<file path="src/hdl/rcsg_pkg.sv">
// ----------------------------------------------------------------------------
// rcsg_pkg
// Shared constants, codes and controller/datapath types for the raycast
// column span generator.
// ----------------------------------------------------------------------------
package rcsg_pkg;

    // Screen geometry
    localparam int SCREEN_HEIGHT = 512;

    // Fixed field widths
    localparam int CFG_W   = 11;
    localparam int RGB_W   = 24;
    localparam int DIST_W  = 24;
    localparam int TX_W    = 10;
    localparam int COL_W   = 12;
    localparam int ROW_W   = 11;
    localparam int RGN_W   = 2;
    localparam int TIDX_W  = 2;
    localparam int RGBA_W  = 32;
    localparam int CIDX_W  = 4;
    localparam int CDATA_W = 24;

    // Derived widths
    localparam int HGT_W     = $clog2(SCREEN_HEIGHT + 1);
    localparam int RCNT_W    = $clog2(SCREEN_HEIGHT);
    localparam int TH_MAX    = 1024;
    localparam int TH_W      = $clog2(TH_MAX + 1);
    localparam int ACC_W     = RCNT_W + TH_W;
    localparam int NUM_SCALE = 2 * SCREEN_HEIGHT * 256;
    localparam int NUM_W     = $clog2(NUM_SCALE) + CFG_W;
    localparam int DEN_W     = DIST_W + 2;
    localparam int DCNT_W    = $clog2(NUM_W + 1);
    localparam int TY_MAX    = 1023;

    // Fill alpha for ceiling and floor pixels
    localparam logic [7:0] ALPHA_BYTE = 8'd155;

    // Config register indexes
    localparam logic [CIDX_W-1:0] CFG_CELL_SIZE  = 4'd0;
    localparam logic [CIDX_W-1:0] CFG_TEX_HEIGHT = 4'd1;
    localparam logic [CIDX_W-1:0] CFG_CEILING    = 4'd2;
    localparam logic [CIDX_W-1:0] CFG_FLOOR      = 4'd3;

    // Config reset values
    localparam logic [CFG_W-1:0] CELL_SIZE_RST  = 11'd64;
    localparam logic [CFG_W-1:0] TEX_HEIGHT_RST = 11'd64;

    // Pixel region codes
    localparam logic [RGN_W-1:0] RGN_CEILING = 2'd0;
    localparam logic [RGN_W-1:0] RGN_WALL    = 2'd1;
    localparam logic [RGN_W-1:0] RGN_FLOOR   = 2'd2;

    // Texture selection codes
    localparam logic [TIDX_W-1:0] TEX_Y_NEG = 2'd0;
    localparam logic [TIDX_W-1:0] TEX_Y_POS = 2'd1;
    localparam logic [TIDX_W-1:0] TEX_X_NEG = 2'd2;
    localparam logic [TIDX_W-1:0] TEX_X_POS = 2'd3;

    // Input op codes
    localparam logic OP_START = 1'b0;
    localparam logic OP_PIXEL = 1'b1;

    // Controller states
    typedef enum logic [2:0] {
        ST_IDLE,
        ST_HDIV,
        ST_GEOM,
        ST_TDIV,
        ST_EMIT
    } t_state;

    // Controller to datapath commands
    typedef struct packed {
        logic latch_col;
        logic load_h_full;
        logic start_hdiv;
        logic load_h_div;
        logic load_geom;
        logic start_tdiv;
        logic emit;
    } t_cmd;

    // Datapath to controller status
    typedef struct packed {
        logic op;
        logic dist_zero;
        logic active;
        logic wall_row;
        logic div_done;
        logic out_free;
    } t_status;

endpackage

</file>
<file path="src/hdl/raycast_column_span_generator.sv">
// Column start: input stalls while the divider projects a nonzero distance; a zero distance skips the divider.
// Ceiling/floor pixel: waits in the emit state for a free output register, then is registered at the output.
// Wall pixel: the texel row first comes from the shared radix-2 divider.
// Reset is synchronous, active low: config returns to defaults, no column is active.
// ----------------------------------------------------------------------------
// raycast_column_span_generator
// Emits one screen column of a textured-wall raycaster, one pixel per
// pixel request, after a column-start transaction sets up the wall span.
// ----------------------------------------------------------------------------
module raycast_column_span_generator
    import rcsg_pkg::*;
(
    input  logic                i_clk,
    input  logic                i_rst_n,
    // config port
    input  logic                i_cfg_we,
    input  logic [CIDX_W-1:0]   i_cfg_index,
    input  logic [CDATA_W-1:0]  i_cfg_data,
    // input channel
    input  logic                i_in_valid,
    output logic                o_in_stall,
    input  logic                i_op,
    input  logic [DIST_W-1:0]   i_distance,
    input  logic                i_hit_side,
    input  logic                i_dir_x_negative,
    input  logic                i_dir_y_negative,
    input  logic [TX_W-1:0]     i_texel_column,
    input  logic [COL_W-1:0]    i_screen_column,
    // output channel
    output logic                o_out_valid,
    input  logic                i_out_stall,
    output logic [COL_W-1:0]    o_out_column,
    output logic [ROW_W-1:0]    o_out_row,
    output logic [RGN_W-1:0]    o_region,
    output logic [TIDX_W-1:0]   o_texture_index,
    output logic [TX_W-1:0]     o_texel_x,
    output logic [TX_W-1:0]     o_texel_y,
    output logic [RGBA_W-1:0]   o_pixel_rgba,
    output logic                o_last_row
);

    t_cmd    w_cmd;
    t_status w_status;

    // Sequencer
    rcsg_ctrl u_ctrl (
        .i_clk      (i_clk),
        .i_rst_n    (i_rst_n),
        .i_in_valid (i_in_valid),
        .o_in_stall (o_in_stall),
        .i_status   (w_status),
        .o_cmd      (w_cmd)
    );

    // Datapath
    rcsg_dpath u_dpath (
        .i_clk            (i_clk),
        .i_rst_n          (i_rst_n),
        .i_cfg_we         (i_cfg_we),
        .i_cfg_index      (i_cfg_index),
        .i_cfg_data       (i_cfg_data),
        .i_op             (i_op),
        .i_distance       (i_distance),
        .i_hit_side       (i_hit_side),
        .i_dir_x_negative (i_dir_x_negative),
        .i_dir_y_negative (i_dir_y_negative),
        .i_texel_column   (i_texel_column),
        .i_screen_column  (i_screen_column),
        .i_cmd            (w_cmd),
        .o_status         (w_status),
        .o_out_valid      (o_out_valid),
        .i_out_stall      (i_out_stall),
        .o_out_column     (o_out_column),
        .o_out_row        (o_out_row),
        .o_region         (o_region),
        .o_texture_index  (o_texture_index),
        .o_texel_x        (o_texel_x),
        .o_texel_y        (o_texel_y),
        .o_pixel_rgba     (o_pixel_rgba),
        .o_last_row       (o_last_row)
    );

endmodule

</file>
<file path="src/hdl/rcsg_div.sv">
// ----------------------------------------------------------------------------
// rcsg_div
// Radix-2 restoring divider, one quotient bit per cycle. Shared between the
// wall height projection and the texel row lookup.
// ----------------------------------------------------------------------------
module rcsg_div
    import rcsg_pkg::*;
(
    input  logic             i_clk,
    input  logic             i_rst_n,
    input  logic             i_start,
    input  logic [NUM_W-1:0] i_dividend,
    input  logic [DEN_W-1:0] i_divisor,
    output logic             o_done,
    output logic [NUM_W-1:0] o_quotient
);

    logic              r_busy;
    logic              r_done;
    logic [DCNT_W-1:0] r_cnt;
    logic [DEN_W-1:0]  r_rem;
    logic [NUM_W-1:0]  r_quo;
    logic [DEN_W-1:0]  r_den;

    logic [DEN_W:0]    w_shift;
    logic [DEN_W:0]    w_diff;
    logic              w_bit;
    logic [DEN_W-1:0]  n_rem;

    // Trial subtract of the shifted partial remainder
    always_comb begin
        w_shift = {r_rem, r_quo[NUM_W-1]};
        w_diff  = w_shift - {1'b0, r_den};
        w_bit   = ~w_diff[DEN_W];
        n_rem   = w_bit ? w_diff[DEN_W-1:0] : w_shift[DEN_W-1:0];
    end

    // Step counter and completion pulse
    always_ff @(posedge i_clk) begin
        if (!i_rst_n) begin
            r_busy <= 1'b0;
            r_done <= 1'b0;
            r_cnt  <= '0;
        end else begin
            r_done <= 1'b0;
            if (i_start) begin
                r_busy <= 1'b1;
                r_cnt  <= DCNT_W'(NUM_W);
            end else if (r_busy) begin
                r_cnt <= r_cnt - DCNT_W'(1);
                if (r_cnt == DCNT_W'(1)) begin
                    r_busy <= 1'b0;
                    r_done <= 1'b1;
                end
            end
        end
    end

    // Remainder and quotient shift register
    always_ff @(posedge i_clk) begin
        if (i_start) begin
            r_rem <= '0;
            r_quo <= i_dividend;
            r_den <= i_divisor;
        end else if (r_busy) begin
            r_rem <= n_rem;
            r_quo <= {r_quo[NUM_W-2:0], w_bit};
        end
    end

    assign o_done     = r_done;
    assign o_quotient = r_quo;

endmodule

</file>
<file path="src/hdl/rcsg_ctrl.sv">
// ----------------------------------------------------------------------------
// rcsg_ctrl
// Sequencer: accepts one transaction at a time, runs the divider for column
// setup and wall texels, and hands pixels to the output register.
// ----------------------------------------------------------------------------
module rcsg_ctrl
    import rcsg_pkg::*;
(
    input  logic    i_clk,
    input  logic    i_rst_n,
    input  logic    i_in_valid,
    output logic    o_in_stall,
    input  t_status i_status,
    output t_cmd    o_cmd
);

    t_state r_state;
    t_state n_state;

    // State register
    always_ff @(posedge i_clk) begin
        if (!i_rst_n) begin
            r_state <= ST_IDLE;
        end else begin
            r_state <= n_state;
        end
    end

    // Next state and commands
    always_comb begin
        n_state    = r_state;
        o_cmd      = '0;
        o_in_stall = (r_state != ST_IDLE);
        case (r_state)
            ST_IDLE: begin
                if (i_in_valid) begin
                    if (i_status.op == OP_START) begin
                        o_cmd.latch_col = 1'b1;
                        if (i_status.dist_zero) begin
                            o_cmd.load_h_full = 1'b1;
                            n_state           = ST_GEOM;
                        end else begin
                            o_cmd.start_hdiv = 1'b1;
                            n_state          = ST_HDIV;
                        end
                    end else if (i_status.active) begin
                        if (i_status.wall_row) begin
                            o_cmd.start_tdiv = 1'b1;
                            n_state          = ST_TDIV;
                        end else begin
                            n_state = ST_EMIT;
                        end
                    end
                end
            end
            ST_HDIV: begin
                if (i_status.div_done) begin
                    o_cmd.load_h_div = 1'b1;
                    n_state          = ST_GEOM;
                end
            end
            ST_GEOM: begin
                o_cmd.load_geom = 1'b1;
                n_state         = ST_IDLE;
            end
            ST_TDIV: begin
                if (i_status.div_done) begin
                    n_state = ST_EMIT;
                end
            end
            ST_EMIT: begin
                if (i_status.out_free) begin
                    o_cmd.emit = 1'b1;
                    n_state    = ST_IDLE;
                end
            end
            default: begin
                n_state = ST_IDLE;
            end
        endcase
    end

endmodule

</file>
<file path="src/hdl/rcsg_dpath.sv">
// ----------------------------------------------------------------------------
// rcsg_dpath
// Datapath: config registers, column state, wall geometry, texel
// accumulator, shared divider and the output register.
// ----------------------------------------------------------------------------
module rcsg_dpath
    import rcsg_pkg::*;
(
    input  logic                i_clk,
    input  logic                i_rst_n,
    // config port
    input  logic                i_cfg_we,
    input  logic [CIDX_W-1:0]   i_cfg_index,
    input  logic [CDATA_W-1:0]  i_cfg_data,
    // input payload
    input  logic                i_op,
    input  logic [DIST_W-1:0]   i_distance,
    input  logic                i_hit_side,
    input  logic                i_dir_x_negative,
    input  logic                i_dir_y_negative,
    input  logic [TX_W-1:0]     i_texel_column,
    input  logic [COL_W-1:0]    i_screen_column,
    // control
    input  t_cmd                i_cmd,
    output t_status             o_status,
    // output channel
    output logic                o_out_valid,
    input  logic                i_out_stall,
    output logic [COL_W-1:0]    o_out_column,
    output logic [ROW_W-1:0]    o_out_row,
    output logic [RGN_W-1:0]    o_region,
    output logic [TIDX_W-1:0]   o_texture_index,
    output logic [TX_W-1:0]     o_texel_x,
    output logic [TX_W-1:0]     o_texel_y,
    output logic [RGBA_W-1:0]   o_pixel_rgba,
    output logic                o_last_row
);

    // Config registers
    logic [CFG_W-1:0]  r_cell_size;
    logic [CFG_W-1:0]  r_tex_height;
    logic [RGB_W-1:0]  r_ceiling_rgb;
    logic [RGB_W-1:0]  r_floor_rgb;

    // Column state
    logic              r_active;
    logic [COL_W-1:0]  r_column_x;
    logic [HGT_W-1:0]  r_height;
    logic [HGT_W-1:0]  r_top;
    logic [HGT_W-1:0]  r_bottom;
    logic [RCNT_W-1:0] r_row;
    logic [ACC_W-1:0]  r_acc;
    logic [TIDX_W-1:0] r_texture;
    logic [TX_W-1:0]   r_texel_x;

    // Output register
    logic              r_out_valid;
    logic [COL_W-1:0]  r_out_column;
    logic [ROW_W-1:0]  r_out_row;
    logic [RGN_W-1:0]  r_region;
    logic [TIDX_W-1:0] r_out_texture;
    logic [TX_W-1:0]   r_out_texel_x;
    logic [TX_W-1:0]   r_out_texel_y;
    logic [RGBA_W-1:0] r_out_rgba;
    logic              r_last_row;

    logic              w_div_start;
    logic [NUM_W-1:0]  w_dividend;
    logic [DEN_W-1:0]  w_divisor;
    logic              w_div_done;
    logic [NUM_W-1:0]  w_quo;

    logic [NUM_W-1:0]  w_num;
    logic [DEN_W-1:0]  w_den3;
    logic [HGT_W-1:0]  w_h_clamp;
    logic [HGT_W-1:0]  w_top;
    logic [HGT_W:0]    w_bot_sum;
    logic [HGT_W-1:0]  w_bottom;
    logic [HGT_W-1:0]  w_row_ext;
    logic              w_ceil_row;
    logic              w_wall_row;
    logic              w_last;
    logic [TH_W-1:0]   w_th;
    logic [TX_W-1:0]   w_texel_y;
    logic [TIDX_W-1:0] w_texture;

    // Divider operands: height projection or texel row
    always_comb begin
        w_num       = NUM_W'(r_cell_size) * NUM_W'(NUM_SCALE);
        w_den3      = DEN_W'(i_distance) + (DEN_W'(i_distance) << 1);
        w_div_start = i_cmd.start_hdiv | i_cmd.start_tdiv;
        if (i_cmd.start_hdiv) begin
            w_dividend = w_num;
            w_divisor  = w_den3;
        end else begin
            w_dividend = NUM_W'(r_acc);
            w_divisor  = DEN_W'(r_height);
        end
    end

    rcsg_div u_div (
        .i_clk      (i_clk),
        .i_rst_n    (i_rst_n),
        .i_start    (w_div_start),
        .i_dividend (w_dividend),
        .i_divisor  (w_divisor),
        .o_done     (w_div_done),
        .o_quotient (w_quo)
    );

    // Height clamp and wall span
    always_comb begin
        w_h_clamp = (w_quo > NUM_W'(SCREEN_HEIGHT)) ? HGT_W'(SCREEN_HEIGHT)
                                                    : w_quo[HGT_W-1:0];
        w_top     = (HGT_W'(SCREEN_HEIGHT) - r_height) >> 1;
        w_bot_sum = {1'b0, w_top} + {1'b0, r_height};
        w_bottom  = (w_bot_sum >= (HGT_W+1)'(SCREEN_HEIGHT))
                    ? HGT_W'(SCREEN_HEIGHT - 1) : w_bot_sum[HGT_W-1:0];
    end

    // Texture pick for the new column
    always_comb begin
        if (!i_hit_side) begin
            w_texture = i_dir_x_negative ? TEX_X_NEG : TEX_X_POS;
        end else begin
            w_texture = i_dir_y_negative ? TEX_Y_NEG : TEX_Y_POS;
        end
    end

    // Current row classification
    always_comb begin
        w_row_ext  = HGT_W'(r_row);
        w_ceil_row = (w_row_ext < r_top);
        w_wall_row = !w_ceil_row && (w_row_ext < r_bottom);
        w_last     = (r_row == RCNT_W'(SCREEN_HEIGHT - 1));
        w_th       = (r_tex_height > CFG_W'(TH_MAX)) ? TH_W'(TH_MAX)
                                                     : TH_W'(r_tex_height);
        w_texel_y  = (w_quo > NUM_W'(TY_MAX)) ? TX_W'(TY_MAX) : w_quo[TX_W-1:0];
    end

    // Config writes; unknown indexes are dropped
    always_ff @(posedge i_clk) begin
        if (!i_rst_n) begin
            r_cell_size   <= CELL_SIZE_RST;
            r_tex_height  <= TEX_HEIGHT_RST;
            r_ceiling_rgb <= '0;
            r_floor_rgb   <= '0;
        end else if (i_cfg_we) begin
            case (i_cfg_index)
                CFG_CELL_SIZE:  r_cell_size   <= i_cfg_data[CFG_W-1:0];
                CFG_TEX_HEIGHT: r_tex_height  <= i_cfg_data[CFG_W-1:0];
                CFG_CEILING:    r_ceiling_rgb <= i_cfg_data[RGB_W-1:0];
                CFG_FLOOR:      r_floor_rgb   <= i_cfg_data[RGB_W-1:0];
                default: begin
                end
            endcase
        end
    end

    // Column state
    always_ff @(posedge i_clk) begin
        if (!i_rst_n) begin
            r_active   <= 1'b0;
            r_column_x <= '0;
            r_height   <= '0;
            r_top      <= '0;
            r_bottom   <= '0;
            r_row      <= '0;
            r_acc      <= '0;
            r_texture  <= '0;
            r_texel_x  <= '0;
        end else begin
            if (i_cmd.latch_col) begin
                r_active   <= 1'b1;
                r_column_x <= i_screen_column;
                r_texture  <= w_texture;
                r_texel_x  <= i_texel_column;
                r_row      <= '0;
                r_acc      <= '0;
            end
            if (i_cmd.load_h_full) begin
                r_height <= HGT_W'(SCREEN_HEIGHT);
            end
            if (i_cmd.load_h_div) begin
                r_height <= w_h_clamp;
            end
            if (i_cmd.load_geom) begin
                r_top    <= w_top;
                r_bottom <= w_bottom;
            end
            if (i_cmd.emit) begin
                if (w_last) begin
                    r_active <= 1'b0;
                end else begin
                    r_row <= r_row + RCNT_W'(1);
                end
                if (w_wall_row) begin
                    r_acc <= r_acc + ACC_W'(w_th);
                end
            end
        end
    end

    // Output valid
    always_ff @(posedge i_clk) begin
        if (!i_rst_n) begin
            r_out_valid <= 1'b0;
        end else if (i_cmd.emit) begin
            r_out_valid <= 1'b1;
        end else if (!i_out_stall) begin
            r_out_valid <= 1'b0;
        end
    end

    // Output payload
    always_ff @(posedge i_clk) begin
        if (i_cmd.emit) begin
            r_out_column <= r_column_x;
            r_out_row    <= ROW_W'(r_row);
            r_last_row   <= w_last;
            if (w_wall_row) begin
                r_region      <= RGN_WALL;
                r_out_texture <= r_texture;
                r_out_texel_x <= r_texel_x;
                r_out_texel_y <= w_texel_y;
                r_out_rgba    <= '0;
            end else begin
                r_region      <= w_ceil_row ? RGN_CEILING : RGN_FLOOR;
                r_out_texture <= '0;
                r_out_texel_x <= '0;
                r_out_texel_y <= '0;
                r_out_rgba    <= {(w_ceil_row ? r_ceiling_rgb : r_floor_rgb),
                                  ALPHA_BYTE};
            end
        end
    end

    // Status to the controller
    always_comb begin
        o_status.op        = i_op;
        o_status.dist_zero = (i_distance == '0);
        o_status.active    = r_active;
        o_status.wall_row  = w_wall_row;
        o_status.div_done  = w_div_done;
        o_status.out_free  = !r_out_valid || !i_out_stall;
    end

    assign o_out_valid     = r_out_valid;
    assign o_out_column    = r_out_column;
    assign o_out_row       = r_out_row;
    assign o_region        = r_region;
    assign o_texture_index = r_out_texture;
    assign o_texel_x       = r_out_texel_x;
    assign o_texel_y       = r_out_texel_y;
    assign o_pixel_rgba    = r_out_rgba;
    assign o_last_row      = r_last_row;

endmodule

</file>
<file path="config.mk">
export PLATFORM = sky130hd
export DESIGN_NAME = raycast_column_span_generator
export DESIGN_NICKNAME = d
export VERILOG_FILES = /design/src/hdl/rcsg_pkg.sv /design/src/hdl/raycast_column_span_generator.sv /design/src/hdl/rcsg_div.sv /design/src/hdl/rcsg_ctrl.sv /design/src/hdl/rcsg_dpath.sv
export SDC_FILE = /design/constraint.sdc
export NUM_CORES = 1
export LEC_CHECK = 0
export BUFFER_PORTS_ARGS = -buffer_cell sky130_fd_sc_hd__buf_2
export CORE_MARGIN = 4
export CORE_UTILIZATION = 30
export CTS_BUF_LIST = sky130_fd_sc_hd__clkbuf_4
export DETAILED_ROUTE_END_ITERATION = 8
export MAX_ROUTING_LAYER = met4
export PLACE_DENSITY_LB_ADDON = 0.25
export SYNTH_ARGS = -nofsm -noshare
export SYNTH_HDL_FRONTEND = slang
export SYNTH_SLANG_ARGS = --single-unit
</file>
<file path="constraint.sdc">
create_clock -name i_clk -period 9.4 [get_ports i_clk]
set_input_delay 0 -clock i_clk [delete_from_list [all_inputs] [get_ports i_clk]]
set_output_delay 0 -clock i_clk [all_outputs]
set_load 0.01 [all_outputs]
</file>
# == After elaboration in Yosys (flattened, before gate mapping) ==
# Index checks and enable logic that the tools add are counted.
# op_classes
reduce_logical,18
n_lt_le_gt_ge,6
n_addsub,7
eq_ne,15
muxes,58
bitwise_logic,4
# op_table
op,count
two-way mux 29 bit,3
two-way mux 10 bit,6
two-way mux 20 bit,3
"> comparator 29 x 10 -> 1 bit, second input constant",2
two-way mux 3 bit,10
two-way mux 9 bit,3
subtractor 27 x 26 -> 27 bit,1
adder 24 x 25 -> 26 bit,1
two-way mux 26 bit,1
logical NOT 24 bit,1
two-way mux 24 bit,1
two-way mux 1 bit,23
adder 20 x 11 -> 20 bit,1
case mux 3 bit (4 select lines),1
adder 9 x 10 -> 11 bit,1
"greater-or-equal comparator 11 x 10 -> 1 bit, second input constant",1
"> comparator 11 bit, second input constant",1
two-way mux 11 bit,1
less-than comparator 9 x 10 -> 1 bit,1
two-way mux 5 bit,2
"subtractor 10 bit, first input constant",1
"adder 9 x 1 -> 9 bit, second input constant",1
"== test 9 bit, second input constant",1
less-than comparator 9 bit,1
25 further kinds,40
# word_totals
ff_bits,323
out_inout_bits,82
elab_cells,140
inputBits,83

# == Longest topological paths before layout ==
# Gate-level depths: netlist (run 1).
# logic_depth
word_depth,10
depth_mapped,15
ltp_nobuf,14

# == Modules after synthesis ==
# From an unflattened synthesis (run 1), not the netlist that was laid out.
# hier_totals
hier_cells,1796
area_unflattened_um2,17211.5
# by_module_without_submodules
module,area_per_inst_um2,cells_each,n_inst,seq_area_each_um2
rcsg_dpath,11890.2,1261,1,5215.0
rcsg_div,5038.6,499,1,2312.2
rcsg_ctrl,282.8,36,1,60.1

# == Worst setup path before layout (run 1) ==
# OpenSTA, ideal clock, no wires.
# synth_path
path_kind,register to register
start,register u_ctrl.r_state[1]
end,register u_dpath.r_acc[3]
synth_period_minus_slack_ns,3.269
setup_slack_ns,6.131
t_arrival_ns,3.154
stages_incl_launch_ff,8
setup_time_ns,0.115
t_required_ns,9.285
n_path_buf,1
path_cell_list,dfxtp_1 clkbuf_1 nor2_1 nand3_1 inv_1 nand3_1 and3_1 o21a_1
# synth_rtl
element,line_no,text
"start, declared",rcsg_ctrl.sv:17,t_state r_state;
"start signal, assigned",rcsg_ctrl.sv:25,r_state <= n_state;
"end signal, assigned",rcsg_dpath.sv:198,r_acc <= r_acc + ACC_W'(w_th);
"end, declared",rcsg_dpath.sv:52,logic [ACC_W-1:0] r_acc;

# == Worst setup path after layout (run 1) ==
# layout_path
start,register u_dpath.r_row[4]
end,"register u_dpath.u_div.r_quo[22], in the netlist u_dpath.u_div.o_quotient[22] (enable)"
# layout_between
elab_chain_len,10
word_cells_on_any_way,11
cone_classes,order compare (2); mux (5); bitwise (1); reduce/logical (3)
# layout_rtl
element,line_no,text
"start, declared",rcsg_dpath.sv:51,logic [RCNT_W-1:0] r_row;
"start signal, assigned",rcsg_dpath.sv:195,r_row <= r_row + RCNT_W'(1);
less-than comparator 9 bit,rcsg_dpath.sv:133,w_ceil_row = (w_row_ext < r_top);
logical NOT 1 bit,rcsg_dpath.sv:134,w_wall_row = !w_ceil_row && (w_row_ext < r_bottom);
logical AND 1 bit (*),rcsg_dpath.sv:134,
two-way mux 1 bit (*),rcsg_ctrl.sv:47,if (i_status.wall_row) begin
two-way mux 1 bit (*),rcsg_ctrl.sv:46,end else if (i_status.active) begin
two-way mux 1 bit (*),rcsg_ctrl.sv:37,if (i_status.op == OP_START) begin
two-way mux 1 bit (*),rcsg_ctrl.sv:36,if (i_in_valid) begin
two-way mux 1 bit (*),rcsg_ctrl.sv:34,case (r_state)
bitwise OR 1 bit (*),rcsg_dpath.sv:91,w_div_start = i_cmd.start_hdiv | i_cmd.start_tdiv;
nonzero test 2 bit (no source line) (*),-,
"end signal, assigned",rcsg_div.sv:63,r_quo <= i_dividend;
"end signal, assigned",rcsg_div.sv:67,"r_quo <= {r_quo[NUM_W-2:0], w_bit};"
"end, declared",rcsg_div.sv:22,logic [NUM_W-1:0] r_quo;
# Mark *: on every way between the ends. The rest lies on a longest branch, timed or not.
# A chain may end at the register's enable or synchronous reset.

==> results of run 1 <==
## synth_stat cells, drive strengths merged (9+ instances only)
library cell	n	share of area (%)
a211oi	39	1.8
a21o	27	1.2
a21oi	172	5.1
a22oi	11	0.49
a31oi	13	0.48
and2	11	0.41
and3	30	1.1
buf	24	1.1
clkbuf	76	1.7
dfxtp	190	22
edfxtp	126	22
ha	103	7.6
inv	114	2.5
mux2i	47	2.8
nand2	339	7.5
nand2b	22	0.81
nand3	29	0.89
nand4	16	0.59
nor2	158	3.5
nor2b	13	0.48
nor3	34	1.0
o211ai	9	0.40
o21a	22	0.98
o21ai	89	2.8
or2	10	0.37
or3	14	0.52
xnor2	33	1.7
xor2	27	1.4
## stage by stage
step | instances | hold slack (ns) | power [uW] | worst slack (ns)
6_report | 3058 | 0.06017 | 4828 | 4.908
3_3_place_gp | 2730 | 0.2151 | 3428 | 4.956
4_1_cts | 3057 | 0.00002176 | 4886 | 4.845
2_1_floorplan | 1911 | 0.09563 | 3054 | 6.131
5_1_grt | 3058 | 0.03657 | 5172 | 4.558
3_5_place_dp | 2730 | 0.2219 | 3447 | 4.881
## placed cells by master, fill, tap and decap left out, drive strengths merged, types with 13 or more instances in the layout
cell type	count
dfxtp	190
xor2	27
buf	171
nor2b	13
dlygate4sd3	166
a21o	27
nand2b	22
xnor2	33
mux2i	47
clkinv	19
edfxtp	126
nand2	339
o21ai	89
clkbuf	137
nand4	16
nand3	29
a211oi	39
nor3	34
ha	103
a21oi	172
inv	116
and3	30
o21a	22
or3	14
nor2	158
a31oi	13
## critical path: stages, from the launching register on
cell and delay (ns):
dfxtp_1 0.46, ha_1 0.27, o21ai_0 0.15, a211o_1 0.20, o22a_1 0.19, o31ai_4 0.08
buf_4 0.25, or3_1 0.37, nor2_1 0.10, buf_4 0.30, nor2_1 0.16, inv_2 0.82
or2_2 0.72
## power groups by stage
stage	Clock (uW)	Sequential (uW)	Combinational (uW)
final	1340	1810	1680
after floorplan	0	1800	1250
after global routing	1470	1830	1870
after global placement	0	1830	1600
after detailed placement	0	1830	1610
after CTS	1390	1810	1690
## path summary, 6_finish.rpt
| kind | startpoint | to | slack (ns) |
|---|---|---|---|
| setup / recovery | u_dpath.r_row[4] | u_dpath.u_div.o_quotient[22] | 4.91 |
| hold reg to reg | u_dpath.r_column_x[6] | u_dpath.o_out_column[6] | 0.43 |
| hold / removal | i_distance[6] | u_dpath.u_div.r_den[7] | 0.06 |
| setup reg to reg | u_dpath.r_row[4] | u_dpath.u_div.o_quotient[22] | 4.91 |
## registers in the layout, summed over array words and instances, names as in the netlist, 3 cells and up
name / count
u_ctrl.r_state: 3
u_dpath.o_out_column: 12
u_dpath.o_out_row: 9
u_dpath.o_pixel_rgba: 25
u_dpath.o_texel_x: 10
u_dpath.o_texel_y: 10
u_dpath.r_acc: 20
u_dpath.r_bottom: 10
u_dpath.r_ceiling_rgb: 24
u_dpath.r_cell_size: 11
u_dpath.r_column_x: 12
u_dpath.r_floor_rgb: 24
u_dpath.r_height: 10
u_dpath.r_row: 9
u_dpath.r_tex_height: 11
u_dpath.r_texel_x: 10
u_dpath.r_top: 9
u_dpath.u_div.o_quotient: 29
u_dpath.u_div.r_cnt: 5
u_dpath.u_div.r_den: 26
u_dpath.u_div.r_rem: 26
## logic make-up (layout without fill, tap and decap cells)
logic type | count (synthesis) | after routing | synth area share, %
AND/OR/NAND/NOR | 709 | 709 | 18.75
multiplexers | 50 | 50 | 3.048
AO/OA/AOI/OAI | 449 | 449 | 16.80
other | 1 | 6 | 0.02217
adder cells (fa/ha/maj) | 107 | 107 | 8.094
buffers and inverters | 215 | 613 | 5.312
flip-flops | 316 | 316 | 44.86
XOR/XNOR | 60 | 60 | 3.107
## per-layer routing
layer | up-vias | share of wire, % | GRT usage, %
met3 | 90 | 3.7 | 2.824
met4 | 0 | 2.8 | 5.206
met5 | - | 0 | -
met2 | 298 | 49 | 26.22
met1 | 7043 | 45 | 19.13
li1 | 7379 | - | -
## cell type report
| class | instances | area (um^2) | share of cell area [%] |
|---|---|---|---|
| antenna | 1 | 2.502 | 0.01181 |
| multi-input combinational | 1380 | 8471 | 39.97 |
| clock buffer | 137 | 1028 | 4.853 |
| inverter | 115 | 435.4 | 2.054 |
| timing repair buffer | 337 | 2547 | 12.02 |
| clock inverter | 24 | 185.2 | 0.8737 |
| sequential | 316 | 7589 | 35.80 |
| tap | 748 | 935.9 | 4.416 |
==> results.txt, run 1 <==
Run status -> finished, final reports clean
Maximum vdd ir drop -> 0.1048 mV
Via Count -> 14810
Design area -> 21190 um^2
CP endpoint kind -> flop
CP max FO -> 56
Drt pass-1 iters -> 5
Max Buffers Root-to-Sink -> 3
Layout fillers -> 5603
Top FF cell, synth -> dfxtp_1
Worst clock skew -> 0.05999 ns
DR DRC count -> 0
Hold Vio Cnt, Final -> 0
Max Slew Vio Count -> 0
Vias in the first global route -> 14820
Hold Path Depth -> 5
DIE HEIGHT -> 245.4 um
Antenna Nets Post-Route -> 0
Area delta synth->final -> 25.32%
Initial Util -> 30.52%
Sequential power share -> 37.4%
Post-cts hold buffer count -> 166
Ports -> 165
Post-Synthesis Cell Area -> 16910 um^2
Switching pwr -> 1735 uW
NumNets Final -> 2427
Post-synth EDFFs -> 126
RePlAce Congestion -> 0.8689
Root Driver -> clkbuf_4
Post-Route WL -> 46810 um
Avg Cell Area, Syn -> 8.869 um^2
Die ar. -> 60240 um^2
Clk_lat worst skew -> 0.76 ns
CTS tree -> done
Ys async rst share -> 0%
Power density over the cells -> 227.8 nW/um^2
GRT Total Usage -> 15.64%
HPWL after DPL -> 31860 um
RSZ-0062 raised after global routing -> false
Crit path time final -> 4.492 ns
CP Class -> reg2reg
CTS Sinks -> 316
Clk slew on worst S/H paths -> 0.06 ns
Data arrival, critical path -> 4.85 ns
Comb power frac -> 34.9%
Setup violators final -> 0
Final TNS setup -> 0 ns
Clk pwr share -> 27.7%
Top achievable clock speed -> 222.6 MHz
Post-CTS resize count -> 0
Num CTS Buffers -> 87
Fraction of layout cells with a size suffix above 1 -> 15.29%
H-tree depth -> 3
Starting DRT DRC Count -> 719
Ys Warns -> 0
Sw Share -> 35.95%
WP data required -> 9.76 ns
Internal cell power -> 3092 uW
WL/cell -> 15.31 um
Hold crit path type -> in2reg
Mapped Cells -> 1907
Port bufs -> 159
Largest net degree at the start of global routing -> 77
Site row count -> 86
Grt total ovfl -> 0
Vias per cell -> 4.843
Pleak -> 0.008517 uW
Max-cap violation count -> 0
Die width -> 245.4 um
Post-DP Area -> 18320 um^2
Worst-margin pin slew -> 1.147 ns
Synth unique cells -> 84
Startpoint types -> flop
Seq/Total Area, Yosys -> 44.86%
Post-layout util -> 38.25%
Slew HR -> 23.33%
Post-CTS Setup Bufs -> 0
Global-route wire length before repair -> 75530 um
Seq cells post-synth -> 316
Core area -> 55420 um^2
Initial antenna violation count -> 1
R2r worst-path depth -> 12
Final Cycle Share -> 47.79%
(Power assumes the default switching activity.)
==> run 2, diff against run 1 <==
--- a/config.mk
+++ b/config.mk
@@ -5,6 +5,7 @@
 export SDC_FILE = /design/constraint.sdc
 export NUM_CORES = 1
 export LEC_CHECK = 0
+export ABC_AREA = 1
 export BUFFER_PORTS_ARGS = -buffer_cell sky130_fd_sc_hd__buf_2
 export CORE_MARGIN = 4
 export CORE_UTILIZATION = 30
==> constraint.sdc (replaced) <==
create_clock -name i_clk -period 4.24 [get_ports i_clk]
set_input_delay 0 -clock i_clk [delete_from_list [all_inputs] [get_ports i_clk]]
set_output_delay 0 -clock i_clk [all_outputs]
set_load 0.01 [all_outputs]
==> results.txt, run 2 <==
Hold path start -> i_cfg_data[20]
Reg2reg setup slack -> 1.18 ns
Via Count -> 15950
Most common cell after layout, fill and taps aside -> nand2_1
CTS tree -> done
DR DRC count -> 0
Post-CTS Setup Bufs -> 0
Max reg flops -> 29
Power density over the cells -> 641.4 nW/um^2
Grt total ovfl -> 0
Initial Util -> 30.50%
CP endpoint kind -> flop
R2r worst-path depth -> 18
Synth top area cells -> dfxtp_1, edfxtp_1, nand2_1
Top FF cell, synth -> dfxtp_1
Clk slew on worst S/H paths -> 0.06 ns
Final TNS setup -> 0 ns
Root Driver -> clkbuf_4
HPWL after DPL -> 35670 um
Global-route wire length before repair -> 80360 um
Mapped Cells -> 2188
Avg Cell Area, Syn -> 7.921 um^2
Port bufs -> 159
CP max FO -> 5
Critical path's largest stage delay -> 0.58 ns
CP Class -> in2reg
Most used cell, CP -> nand2_1
Worst clock skew -> 0.03766 ns
Max Slew Vio Count -> 0
Core area -> 56820 um^2
Vias in the first global route -> 15430
R2R Path End -> u_dpath.r_acc[16]
Run status -> finished, final reports clean
Commonest cells after routing, fill and taps aside -> nand2_1, inv_1, a21oi_1, o21ai_0, dfxtp_1
RSZ-0062 raised after global routing -> false
Maximum vdd ir drop -> 0.5011 mV
Critical-path top delay cell -> dlygate4sd3_1
Data arrival, critical path -> 3.64 ns
NumNets Final -> 2713
Final Cycle Share -> 73.75%
Post-Route WL -> 50810 um
Starting DRT DRC Count -> 982
Seq cells post-synth -> 316
Most frequent cell after synthesis -> nand2_1
Ys Warns -> 0
GRT Total Usage -> 16.57%
Post-Layout Cell Count -> 3352
Synth area leader -> dfxtp_1
Site row count -> 87
Top achievable clock speed -> 319.8 MHz
Die width -> 248.4 um
Placed Cells -> 3038
Post-synth EDFFs -> 126
Post-layout util -> 37.73%
Ys async rst share -> 0%
Yosys top cell area share -> 21.95%
Hold Path Depth -> 4
Drt pass-1 iters -> 6
Worst hold endpoint -> u_dpath.r_floor_rgb[20]
Num CTS Buffers -> 87
Design area -> 21440 um^2
Seq/Total Area, Yosys -> 43.78%
Max Buffers Root-to-Sink -> 3
Worst-margin pin slew -> 1.139 ns
Hold crit path type -> in2reg
Critical Path, Cell by Cell -> dlygate4sd3_1, buf_2, ha_1, inv_1, fa_1, nand3b_1, nand2_1, nand2_1, nand2_1, nand2_1, nand2_1, nand2_1, nand2_1, nand3_1, nand3_1, dlygate4sd3_1, a21oi_1, dlygate4sd3_1
Clk_lat worst skew -> 0.78 ns
DIE HEIGHT -> 248.4 um
Antenna Nets Post-Route -> 0
Startpoint types -> input pin
Post-Synthesis Cell Area -> 17330 um^2
Max-cap violation count -> 0
Synth unique cells -> 54
CTS Sinks -> 316
Die ar. -> 61680 um^2
Pleak -> 0.009300 uW
Area delta synth->final -> 23.69%
R2R Path Start -> u_dpath.r_tex_height[9]
H-tree depth -> 3
Slew HR -> 24.05%
WL/cell -> 15.16 um
Initial antenna violation count -> 1
Post-DP Area -> 18750 um^2
Hold Vio Cnt, Final -> 0
Largest net degree at the start of global routing -> 94
Post-synth top cells -> nand2_1, inv_1, a21oi_1
Tot Pwr -> 13750 uW
Vias per cell -> 4.759
Crit path time final -> 3.127 ns
RePlAce Congestion -> 0.9463
Fraction of layout cells with a size suffix above 1 -> 14.57%
Setup violators final -> 0
Ports -> 165
Critical path startpoint -> i_distance[1]
WP data required -> 4.76 ns
run 2: kinds of logic (layout without fill, tap and decap cells):
family,Yosys count,in the layout,share of synthesized area (%)
simple gates,760,760,19.48
compound gates,545,545,16.89
buf+inv,417,820,9.811
flops,316,316,43.78
fa+ha+maj,107,107,7.898
xor+xnor,42,42,2.122
other cells,1,6,0.02164
run 2: worst max-delay path: cells and delay by family:
family	cells	cell delay, ns
buffers and inverters	5	1.85
AND/OR/NAND/NOR	10	1.16
adder cells (fa/ha/maj)	2	0.55
AO/OA/AOI/OAI	1	0.06
run 2: timing repair:
item	CTS	global route
resized for setup	0	0
hold endpoints to repair	256	0
hold buffers	152	0
run 2: layout make-up:
class | instances | area [um^2]
fill | 5928 | 35380
multi-input combinational | 1459 | 8061
sequential | 316 | 7587
timing repair buffer | 324 | 2415
inverter | 335 | 1265
clock buffer | 136 | 1021
tap | 756 | 945.9
clock inverter | 25 | 140.1
antenna | 1 | 2.502
run 2: where the power goes:
group          total [uW]  internal [uW]  switching, uW
combinational        6210           1830           4380
clock                2870           1520           1340
sequential           4670           4300            377
run 2: through the flow:
step | worst slack (ns) | hold slack, ns
2_1_floorplan | 1.476 | 0.08996
3_3_place_gp | 1.192 | 0.2242
3_5_place_dp | 1.146 | 0.2273
4_1_cts | 1.148 | 0.0001928
5_1_grt | 0.8202 | 0.03368
6_report | 1.113 | 0.07307
run 2: how the worst max path moves through the flow:
stage | cells after the start | slack, ns | to
after global routing | 18 | 0.82 | u_dpath.r_acc[16]
after global placement | 18 | 1.19 | u_dpath.r_acc[16]
final | 18 | 1.11 | u_dpath.u_div.r_den[11]
after CTS | 11 | 1.15 | u_dpath.u_div.o_quotient[17]
after floorplan | 9 | 1.48 | u_dpath.r_row[4]
after detailed placement | 13 | 1.15 | u_dpath.u_div.r_rem[12]
run 2: per-layer routing:
| metal | vias up | track usage, % | share of wire (%) |
|---|---|---|---|
| met1 | 7402 | 21.56 | 46 |
| met2 | 407 | 25.63 | 46 |
| met5 | - | - | 0 |
| li1 | 8043 | - | - |
| met4 | 0 | 6.781 | 3.2 |
| met3 | 100 | 2.896 | 5.3 |
